[config.mk]
export PLATFORM = sky130hd
export DESIGN_NAME = greedy_deadline_job_sequencer
export DESIGN_NICKNAME = d
export VERILOG_FILES = /design/src/hdl/gdjs_pkg.sv /design/src/hdl/gdjs_ram.sv /design/src/hdl/greedy_deadline_job_sequencer.sv
export VERILOG_INCLUDE_DIRS = /design/src /design/src/hdl
export SDC_FILE = /design/constraint.sdc
export NUM_CORES = 2
export LEC_CHECK = 0
export BUFFER_PORTS_ARGS = -buffer_cell sky130_fd_sc_hd__clkbuf_2
export CAP_MARGIN = 20
export CORE_UTILIZATION = 45
export DETAILED_ROUTE_END_ITERATION = 10
export MAX_ROUTING_LAYER = met4
export SLEW_MARGIN = 10
export SYNTH_ARGS = -nofsm -noshare
export SYNTH_HDL_FRONTEND = slang
export SYNTH_SLANG_ARGS = --single-unit
[constraint.sdc]
create_clock -name clk_i -period 4.4 [get_ports clk_i]
set_input_delay 0.88 -clock clk_i [delete_from_list [all_inputs] [get_ports clk_i]]
set_output_delay 0.88 -clock clk_i [all_outputs]
set_load 0.005 [all_outputs]
[src/hdl/assert_macros.svh]
// Assertion helpers shared by the RTL.
`ifndef ASSERT_MACROS_SVH
`define ASSERT_MACROS_SVH

// Property checked at every clock edge outside reset.
`define ASSERT_PROP(lbl, clk, rst_n, prop) \
  lbl: assert property (@(posedge clk) disable iff (!rst_n) (prop)) \
    else $error("assertion failed");

// Same-cycle implication.
`define ASSERT_IMPLIES(lbl, clk, rst_n, ante, cons) \
  lbl: assert property (@(posedge clk) disable iff (!rst_n) (ante) |-> (cons)) \
    else $error("implication failed");

`endif

[src/hdl/gdjs_pkg.sv]
package gdjs_pkg;

  localparam int MAX_JOBS_DEF = 32;

  localparam int ID_W   = 8;
  localparam int DL_W   = 16;
  localparam int PR_W   = 16;
  localparam int SLOT_W = 6;
  localparam int TOT_W  = 22;

  typedef struct packed {
    logic [ID_W-1:0] id;
    logic [DL_W-1:0] dl;
    logic [PR_W-1:0] pr;
  } job_t;

  typedef enum logic [2:0] {
    S_LOAD,
    S_SCAN,
    S_PLACE,
    S_EMIT,
    S_FETCH,
    S_TOTAL
  } state_e;

endpackage

[src/hdl/gdjs_ram.sv]
module gdjs_ram #(
  parameter int WIDTH = 8,
  parameter int DEPTH = 32,
  parameter int AW    = (DEPTH > 1) ? $clog2(DEPTH) : 1
) (
  input  logic             clk_i,
  input  logic             we_i,
  input  logic [AW-1:0]    waddr_i,
  input  logic [WIDTH-1:0] wdata_i,
  input  logic [AW-1:0]    raddr_i,
  output logic [WIDTH-1:0] rdata_o
);

  logic [WIDTH-1:0] mem_q [DEPTH];
  logic [WIDTH-1:0] rdata_q;

  always_ff @(posedge clk_i) begin
    if (we_i) begin
      mem_q[waddr_i] <= wdata_i;
    end
    rdata_q <= mem_q[raddr_i];
  end

  assign rdata_o = rdata_q;

endmodule

[src/hdl/greedy_deadline_job_sequencer.sv]
// Greedy job sequencer with deadlines. Jobs are loaded one beat per cycle (up to
// MAX_JOBS; extra jobs are dropped and flag overflow); the beat with last_job set
// starts scheduling, and the input stalls until the run's results are out. Each of
// the n stored jobs costs one selection pass over the job memory (one read per
// cycle through the single read port) to find the highest remaining profit, then
// a backward slot search from min(deadline, n) down to the first free slot, if any.
// The slots are then walked in order, each occupied slot is emitted with its job
// id, and a total-profit result ends the run; any output stall holds the walk.
`include "assert_macros.svh"

module greedy_deadline_job_sequencer #(
  parameter int MAX_JOBS = gdjs_pkg::MAX_JOBS_DEF
) (
  input  logic                       clk_i,
  input  logic                       rst_ni,
  input  logic                       in_valid_i,
  output logic                       in_stall_o,
  input  logic [gdjs_pkg::ID_W-1:0]  job_id_i,
  input  logic [gdjs_pkg::DL_W-1:0]  deadline_i,
  input  logic [gdjs_pkg::PR_W-1:0]  profit_i,
  input  logic                       last_job_i,
  output logic                       out_valid_o,
  input  logic                       out_stall_i,
  output logic [gdjs_pkg::SLOT_W-1:0] slot_index_o,
  output logic [gdjs_pkg::ID_W-1:0]  job_id_res_o,
  output logic                       is_total_o,
  output logic [gdjs_pkg::TOT_W-1:0] total_profit_o,
  output logic                       overflow_o,
  output logic                       last_o
);

  import gdjs_pkg::*;

  localparam int IW = (MAX_JOBS > 1) ? $clog2(MAX_JOBS) : 1;
  localparam int CW = $clog2(MAX_JOBS + 1);

  state_e state_q, state_d;

  logic [CW-1:0]       count_q, count_d;
  logic [CW-1:0]       scan_q, scan_d;
  logic [CW-1:0]       round_q, round_d;
  logic [CW-1:0]       emit_q, emit_d;
  logic [CW-1:0]       lim_q, lim_d;
  logic                dropped_q, dropped_d;
  logic [MAX_JOBS-1:0] taken_q, taken_d;
  logic [MAX_JOBS-1:0] done_q, done_d;
  logic [TOT_W-1:0]    sum_q, sum_d;
  logic                found_q, found_d;
  logic                pvalid_q, pvalid_d;
  logic [IW-1:0]       pidx_q, pidx_d;
  logic [IW-1:0]       best_idx_q, best_idx_d;
  job_t                best_q, best_d;

  logic                out_valid_q, out_valid_d;
  logic [SLOT_W-1:0]   slot_q, slot_d;
  logic [ID_W-1:0]     id_res_q, id_res_d;
  logic                is_total_q, is_total_d;
  logic [TOT_W-1:0]    total_q, total_d;
  logic                ovf_q, ovf_d;
  logic                last_q, last_d;

  logic                job_we;
  job_t                job_wdata;
  job_t                job_rdata;
  logic                slot_we;
  logic [IW-1:0]       slot_waddr;
  logic [ID_W-1:0]     slot_rdata;
  logic                out_free;
  logic                round_end;
  logic [IW-1:0]       lim_idx;

  assign job_wdata = '{id: job_id_i, dl: deadline_i, pr: profit_i};
  assign out_free  = !out_valid_q || !out_stall_i;
  assign lim_idx   = IW'(lim_q - 1'b1);
  assign slot_waddr = lim_idx;

  gdjs_ram #(
    .WIDTH($bits(job_t)),
    .DEPTH(MAX_JOBS)
  ) u_job_ram (
    .clk_i  (clk_i),
    .we_i   (job_we),
    .waddr_i(IW'(count_q)),
    .wdata_i(job_wdata),
    .raddr_i(IW'(scan_q)),
    .rdata_o(job_rdata)
  );

  gdjs_ram #(
    .WIDTH(ID_W),
    .DEPTH(MAX_JOBS)
  ) u_slot_ram (
    .clk_i  (clk_i),
    .we_i   (slot_we),
    .waddr_i(slot_waddr),
    .wdata_i(best_q.id),
    .raddr_i(IW'(emit_q)),
    .rdata_o(slot_rdata)
  );

  always_comb begin
    state_d     = state_q;
    count_d     = count_q;
    scan_d      = scan_q;
    round_d     = round_q;
    emit_d      = emit_q;
    lim_d       = lim_q;
    dropped_d   = dropped_q;
    taken_d     = taken_q;
    done_d      = done_q;
    sum_d       = sum_q;
    found_d     = found_q;
    pvalid_d    = pvalid_q;
    pidx_d      = pidx_q;
    best_idx_d  = best_idx_q;
    best_d      = best_q;
    slot_d      = slot_q;
    id_res_d    = id_res_q;
    is_total_d  = is_total_q;
    total_d     = total_q;
    ovf_d       = ovf_q;
    last_d      = last_q;
    out_valid_d = out_valid_q && out_stall_i;
    job_we      = 1'b0;
    slot_we     = 1'b0;
    round_end   = 1'b0;

    case (state_q)
      S_LOAD: begin
        if (in_valid_i) begin
          if (count_q < CW'(MAX_JOBS)) begin
            job_we  = 1'b1;
            count_d = count_q + 1'b1;
          end else begin
            dropped_d = 1'b1;
          end
          if (last_job_i) begin
            state_d  = S_SCAN;
            done_d   = '0;
            scan_d   = '0;
            round_d  = '0;
            pvalid_d = 1'b0;
            found_d  = 1'b0;
          end
        end
      end

      S_SCAN: begin
        // the compare sees the data for the address issued in the cycle before
        if (scan_q < count_q) begin
          pvalid_d = 1'b1;
          pidx_d   = IW'(scan_q);
          scan_d   = scan_q + 1'b1;
        end else begin
          pvalid_d = 1'b0;
        end
        // strict compare keeps the earliest job among equal profits
        if (pvalid_q && !done_q[pidx_q] && (!found_q || job_rdata.pr > best_q.pr)) begin
          found_d    = 1'b1;
          best_idx_d = pidx_q;
          best_d     = job_rdata;
        end
        if (scan_q == count_q && !pvalid_q) begin
          state_d            = S_PLACE;
          done_d[best_idx_q] = 1'b1;
          lim_d = (best_q.dl < DL_W'(count_q)) ? CW'(best_q.dl) : count_q;
        end
      end

      S_PLACE: begin
        if (lim_q == '0) begin
          round_end = 1'b1;
        end else if (!taken_q[lim_idx]) begin
          slot_we          = 1'b1;
          taken_d[lim_idx] = 1'b1;
          sum_d            = sum_q + TOT_W'(best_q.pr);
          round_end        = 1'b1;
        end else begin
          lim_d = lim_q - 1'b1;
        end
        if (round_end) begin
          round_d = round_q + 1'b1;
          if (CW'(round_q + 1'b1) == count_q) begin
            state_d = S_EMIT;
            emit_d  = '0;
          end else begin
            state_d  = S_SCAN;
            scan_d   = '0;
            pvalid_d = 1'b0;
            found_d  = 1'b0;
          end
        end
      end

      S_EMIT: begin
        if (emit_q == count_q) begin
          state_d = S_TOTAL;
        end else if (taken_q[IW'(emit_q)]) begin
          state_d = S_FETCH;
        end else begin
          emit_d = emit_q + 1'b1;
        end
      end

      S_FETCH: begin
        // read address is still emit_q, so slot_rdata holds
        if (out_free) begin
          out_valid_d = 1'b1;
          slot_d      = SLOT_W'(emit_q);
          id_res_d    = slot_rdata;
          is_total_d  = 1'b0;
          total_d     = '0;
          ovf_d       = dropped_q;
          last_d      = 1'b0;
          emit_d      = emit_q + 1'b1;
          state_d     = S_EMIT;
        end
      end

      S_TOTAL: begin
        if (out_free) begin
          out_valid_d = 1'b1;
          slot_d      = '0;
          id_res_d    = '0;
          is_total_d  = 1'b1;
          total_d     = sum_q;
          ovf_d       = dropped_q;
          last_d      = 1'b1;
          count_d     = '0;
          taken_d     = '0;
          sum_d       = '0;
          dropped_d   = 1'b0;
          state_d     = S_LOAD;
        end
      end

      default: begin
        state_d = S_LOAD;
      end
    endcase
  end

  always_ff @(posedge clk_i or negedge rst_ni) begin
    if (!rst_ni) begin
      state_q     <= S_LOAD;
      count_q     <= '0;
      scan_q      <= '0;
      round_q     <= '0;
      emit_q      <= '0;
      dropped_q   <= 1'b0;
      taken_q     <= '0;
      done_q      <= '0;
      sum_q       <= '0;
      found_q     <= 1'b0;
      pvalid_q    <= 1'b0;
      out_valid_q <= 1'b0;
    end else begin
      state_q     <= state_d;
      count_q     <= count_d;
      scan_q      <= scan_d;
      round_q     <= round_d;
      emit_q      <= emit_d;
      dropped_q   <= dropped_d;
      taken_q     <= taken_d;
      done_q      <= done_d;
      sum_q       <= sum_d;
      found_q     <= found_d;
      pvalid_q    <= pvalid_d;
      out_valid_q <= out_valid_d;
    end
  end

  always_ff @(posedge clk_i) begin
    lim_q      <= lim_d;
    pidx_q     <= pidx_d;
    best_idx_q <= best_idx_d;
    best_q     <= best_d;
    slot_q     <= slot_d;
    id_res_q   <= id_res_d;
    is_total_q <= is_total_d;
    total_q    <= total_d;
    ovf_q      <= ovf_d;
    last_q     <= last_d;
  end

  assign in_stall_o     = (state_q != S_LOAD);
  assign out_valid_o    = out_valid_q;
  assign slot_index_o   = slot_q;
  assign job_id_res_o   = id_res_q;
  assign is_total_o     = is_total_q;
  assign total_profit_o = total_q;
  assign overflow_o     = ovf_q;
  assign last_o         = last_q;

  `ASSERT_PROP(a_count_bound, clk_i, rst_ni, count_q <= CW'(MAX_JOBS))
  `ASSERT_PROP(a_taken_bound, clk_i, rst_ni, $countones(taken_q) <= int'(count_q))
  `ASSERT_IMPLIES(a_slot_fill, clk_i, rst_ni, slot_we,
    ##1 ($countones(taken_q) == $past($countones(taken_q)) + 1))
  `ASSERT_IMPLIES(a_sum_moves, clk_i, rst_ni, !$stable(sum_q),
    $past(slot_we) || ($past(state_q) == S_TOTAL))
  `ASSERT_IMPLIES(a_scan_idx, clk_i, rst_ni, (state_q == S_SCAN) && pvalid_q,
    CW'(pidx_q) < count_q)

endmodule
==> metrics list <==
- Final number of setup-violating endpoints: 0
- The synthesized netlist contains just over 80 unique library cells.
- Share of the core filled with cells: 51.96%
* Count of instances resized after the clock tree is built: 0
- In this run the cell area of the synthesized design comes to approximately 0.07 sq mm.
- Sw Ratio: 27.82%
* Sequential fraction of design power: 43.8%
- Max FO, Critical Path: 9
* Final Worst Setup Slack: 0.6564 ns
- Clock-pin slew was measured on the worst setup and hold paths at 0.07 ns.
- Aggregate global-route resource usage: 20.85%
- Achievable Freq: 267.1 MHz
- TritonCTS built the clock tree.
- At the end of routability-driven placement, the weighted congestion stood at 0.8042.
* Number of H-tree branching levels: 4
* Worst slack at placement: 0.6375 ns
- Final Hold Fails: 0
- After layout, the worst path uses 85.08% of the clock period.
* Count of antenna-violating nets left after detailed routing: 0
* Nets: 3633
- STA classifies the critical path startpoint as a flop.
- In this run the worst hold path is classified as in -> async.
- Overall die area: 0.1576 sq mm
- In this run the post-CTS setup repair buffer count came out at 0.
- The initial antenna violation count came to 9.
- I/O pin cnt: 86
- Data on the critical path arrives at its endpoint at around 4.2 ns.
- Final worst path period need: 3.744 ns
- Area growth from synthesis to layout: 14.26%
* Sequential element share of the synthesized area: 75.25%
- The number of global-route vias before repair came to 33700.
- Standard cell area after detailed placement: about 0.074 sq mm
- Setup repair after global routing missed its margin: no
* Static power due to leakage: 26.14 nW
* Horizontal die dimension: between 300 and 400 um
* Hold buffer count at CTS: 0
* Number of max-slew violations in the final report: 0
* Most used cells in the layout excluding fill and tap cells: edfxtp_1, mux4_2, clkbuf_16
* Number of warnings reported in the yosys synthesis log: 0
- Headroom to the max-slew limit came out at 23.98%.
- Worst supply voltage drop on vdd: 0.0004662 V
- Failing checks: design-rule violations
- Maximum number of pins on one net before global-route repair: 124
- Counting flops with an async set or reset pin after synthesis yields a share of around 6.5%.
- In this run the deepest clock path goes through 3 buffers.
- For this run, the number of standard cells in the final layout without fillers is 5739.
- For this block, the routed nets add up to 156.7 mm of wire.
- Using the TritonRoute via totals, the vias-per-cell ratio works out to 5.707.
- Switching power summed over all nets: between 10 and 15 mW
* Count of buffers from port buffering: 85
- The internal power of the cells totals 34.82 mW.
* Post-route cell area: 0.08023 sq mm
- Worst setup path class: reg -> reg
* Routed wirelength normalized by instance count: 27.30 um
- After global routing the overflow that remains totals 0.
- Number of synthesized flops with an enable pin: 1630
- CP max stage cell: nor2_1
- CORE AREA: approximately 0.15 sq mm
- Critical path data required time: 4.82 ns
- In this run, the clock network consumes about a third of the power.
- Counting the buffers created by CTS gives 183.
- Aggregate negative setup slack: 0 ns
- The number of nets handed over by synthesis was 3391.
- Counting the fill cells in the layout gives 11950.
* Syn Area/Cell: about 21 sq um
- The clock arrives with 0.05684 ns of skew.
- The final route contains between 30000 and 40000 vias.
* Critical path capture point type: flop
- For the pin with the worst max-slew slack, the measured transition is about 1.1 ns.
- Critical Path, Cell by Cell: inv_1 -> ha_1 -> mux4_2 -> nand2_1 -> nand3_2 -> nand4_4 -> and2b_1 -> nand2_2 -> nor2_1
- Source-to-sink clock delay at the later pin of the worst-skew pair: 0.81 ns
* Height of the die: 397.0 um
- Combinational power share: 23.7%
- The synthesized design contains around 1800 register bits.
- After detailed routing, the number of remaining DRC violations is 12.
* Number of detailed-route iterations in the first pass: 9
- Synthesized netlist cell count: 3290
* Rows: around 140
- In this run, placement finished with an instance count of 5391.
- Buffer cell driving the clock tree root: clkbuf_16
- Initial Utilization: 45.47%
* Power density of the placed cells: 601.2 mW/mm^2
- Result of the run: complete, but fails checks
* Placed wire-length estimate: between 90 and 100 mm
- The library cell used most frequently in the layout, excluding fill and tap cells, is edfxtp_1.
* CP peak stage delay: 0.67 ns
- Wire length of the first global-routing pass: 231.6 mm
- Number of violations of the max-capacitance limit: 0
- Share of post-route cells with drive strength above 1: about 30%
- The most used flip-flop cell after synthesis is edfxtp_1.
* Clock tree sinks: 1795
* DRT iter0 DRCs: roughly 2900
==> cell usage after synthesis (20+ instances only) <==
| master | number | area, sq um |
|---|---|---|
| edfxtp_1 | 1630 | 48950 |
| mux4_2 | 500 | 11260 |
| nor2_1 | 140 | 525.5 |
| dfrtp_1 | 117 | 2928 |
| nand2_1 | 108 | 405.4 |
| clkbuf_1 | 104 | 390.4 |
| ha_1 | 55 | 688.2 |
| a21oi_1 | 50 | 250.2 |
| dfxtp_1 | 48 | 960.9 |
| buf_2 | 41 | 205.2 |
| inv_1 | 41 | 153.9 |
| mux2_2 | 40 | 450.4 |
| a21o_1 | 37 | 277.8 |
| o21ai_0 | 35 | 175.2 |
| and3_1 | 32 | 200.2 |
| nand3_1 | 23 | 115.1 |
| xnor2_1 | 22 | 192.7 |
| mux2i_1 | 20 | 200.2 |
==> per-layer routing <==
| metal | up-vias | track usage (%) | routed length, um |
|---|---|---|---|
| met3 | 198 | 3.330 | 8870 |
| met5 | - | - | 0 |
| li1 | 14130 | - | - |
| met4 | 0 | 4.744 | 2715 |
| met2 | 979 | 33.02 | 77850 |
| met1 | 17450 | 28.62 | 67230 |
==> final timing paths <==
path,depth (start not counted),startpoint,to,slack [ns]
setup / recovery,9,lim_q[1]$_DFFE_PP_,u_slot_ram.mem_q[10][7]$_DFFE_PP_,0.66
hold / removal,1,rst_ni,taken_q[18]$_DFFE_PN0P_,0.23
setup reg to reg,9,lim_q[1]$_DFFE_PP_,u_slot_ram.mem_q[10][7]$_DFFE_PP_,0.66
hold reg to reg,0,u_job_ram.rdata_o[38]$_DFF_P_,best_q[38]$_DFFE_PP_,0.40
max in group asynchronous,2,rst_ni,done_q[22]$_DFFE_PN0P_,3.14
min in group clk_i,0,u_job_ram.rdata_o[38]$_DFF_P_,best_q[38]$_DFFE_PP_,0.40
==> sequential cells by signal (all words and copies together), names as in the netlist, 6 cells and up <==
signal	flops
best_q	40
count_q	6
done_q	32
emit_q	6
job_id_res_o	8
lim_q	6
round_q	6
scan_q	6
slot_index_o	6
sum_q	22
taken_q	32
total_profit_o	22
u_job_ram.mem_q	1280
u_job_ram.rdata_o	40
u_slot_ram.mem_q	256
u_slot_ram.rdata_o	8
==> metrics by stage <==
step | power [mW] | hold slack, ns
after floorplan | 29.33 | 0.3855
after global placement | 33.11 | 0.3897
after detailed placement | 33.17 | 0.3887
after CTS | 48.84 | 0.2134
after global routing | 50.26 | 0.2640
final | 48.24 | 0.2301
==> logic make-up (layout without fill, tap and decap cells) <==
family / count (synthesis) / count (layout) / share of synthesized area, %
XOR/XNOR: 36 / 36 / 0.4490
buffers and inverters: 204 / 604 / 1.222
AND/OR/NAND/NOR: 417 / 417 / 2.865
multiplexers: 563 / 563 / 17.08
AO/OA/AOI/OAI: 219 / 219 / 2.131
other: 0 / 5 / 0
adder cells (fa/ha/maj): 56 / 56 / 1.009
flip-flops: 1795 / 1795 / 75.25
==> layout make-up <==
| class | count | area [sq um] | share of cell area, % |
|---|---|---|---|
| sequential | 1795 | 52860 | 65.89 |
| multi-input combinational | 1291 | 16780 | 20.91 |
| clock buffer | 249 | 4960 | 6.182 |
| timing repair buffer | 219 | 1717 | 2.140 |
| inverter | 42 | 157.7 | 0.1965 |
| tap | 2044 | 2557 | 3.188 |
| antenna | 5 | 12.51 | 0.01559 |
| clock inverter | 94 | 1189 | 1.482 |
==> critical path, delay by kind of cell, from the launching register on <==
family	cells	cell delay, ns
simple gates	6	1.62
fa+ha+maj	1	0.60
mux	1	0.56
flops	1	0.46
buf+inv	1	0.12
==> power by group through the flow <==
stage | combinational, mW | sequential, mW | clock [mW]
6_report | 11.4 | 21.1 | 15.7
5_1_grt | 12.4 | 21.3 | 16.6
4_1_cts | 11.7 | 21.2 | 16.0
3_5_place_dp | 11.7 | 21.5 | 0
3_3_place_gp | 11.6 | 21.5 | 0
2_1_floorplan | 8.39 | 20.9 | 0
No activity file was read; power rests on OpenSTA's default activity.
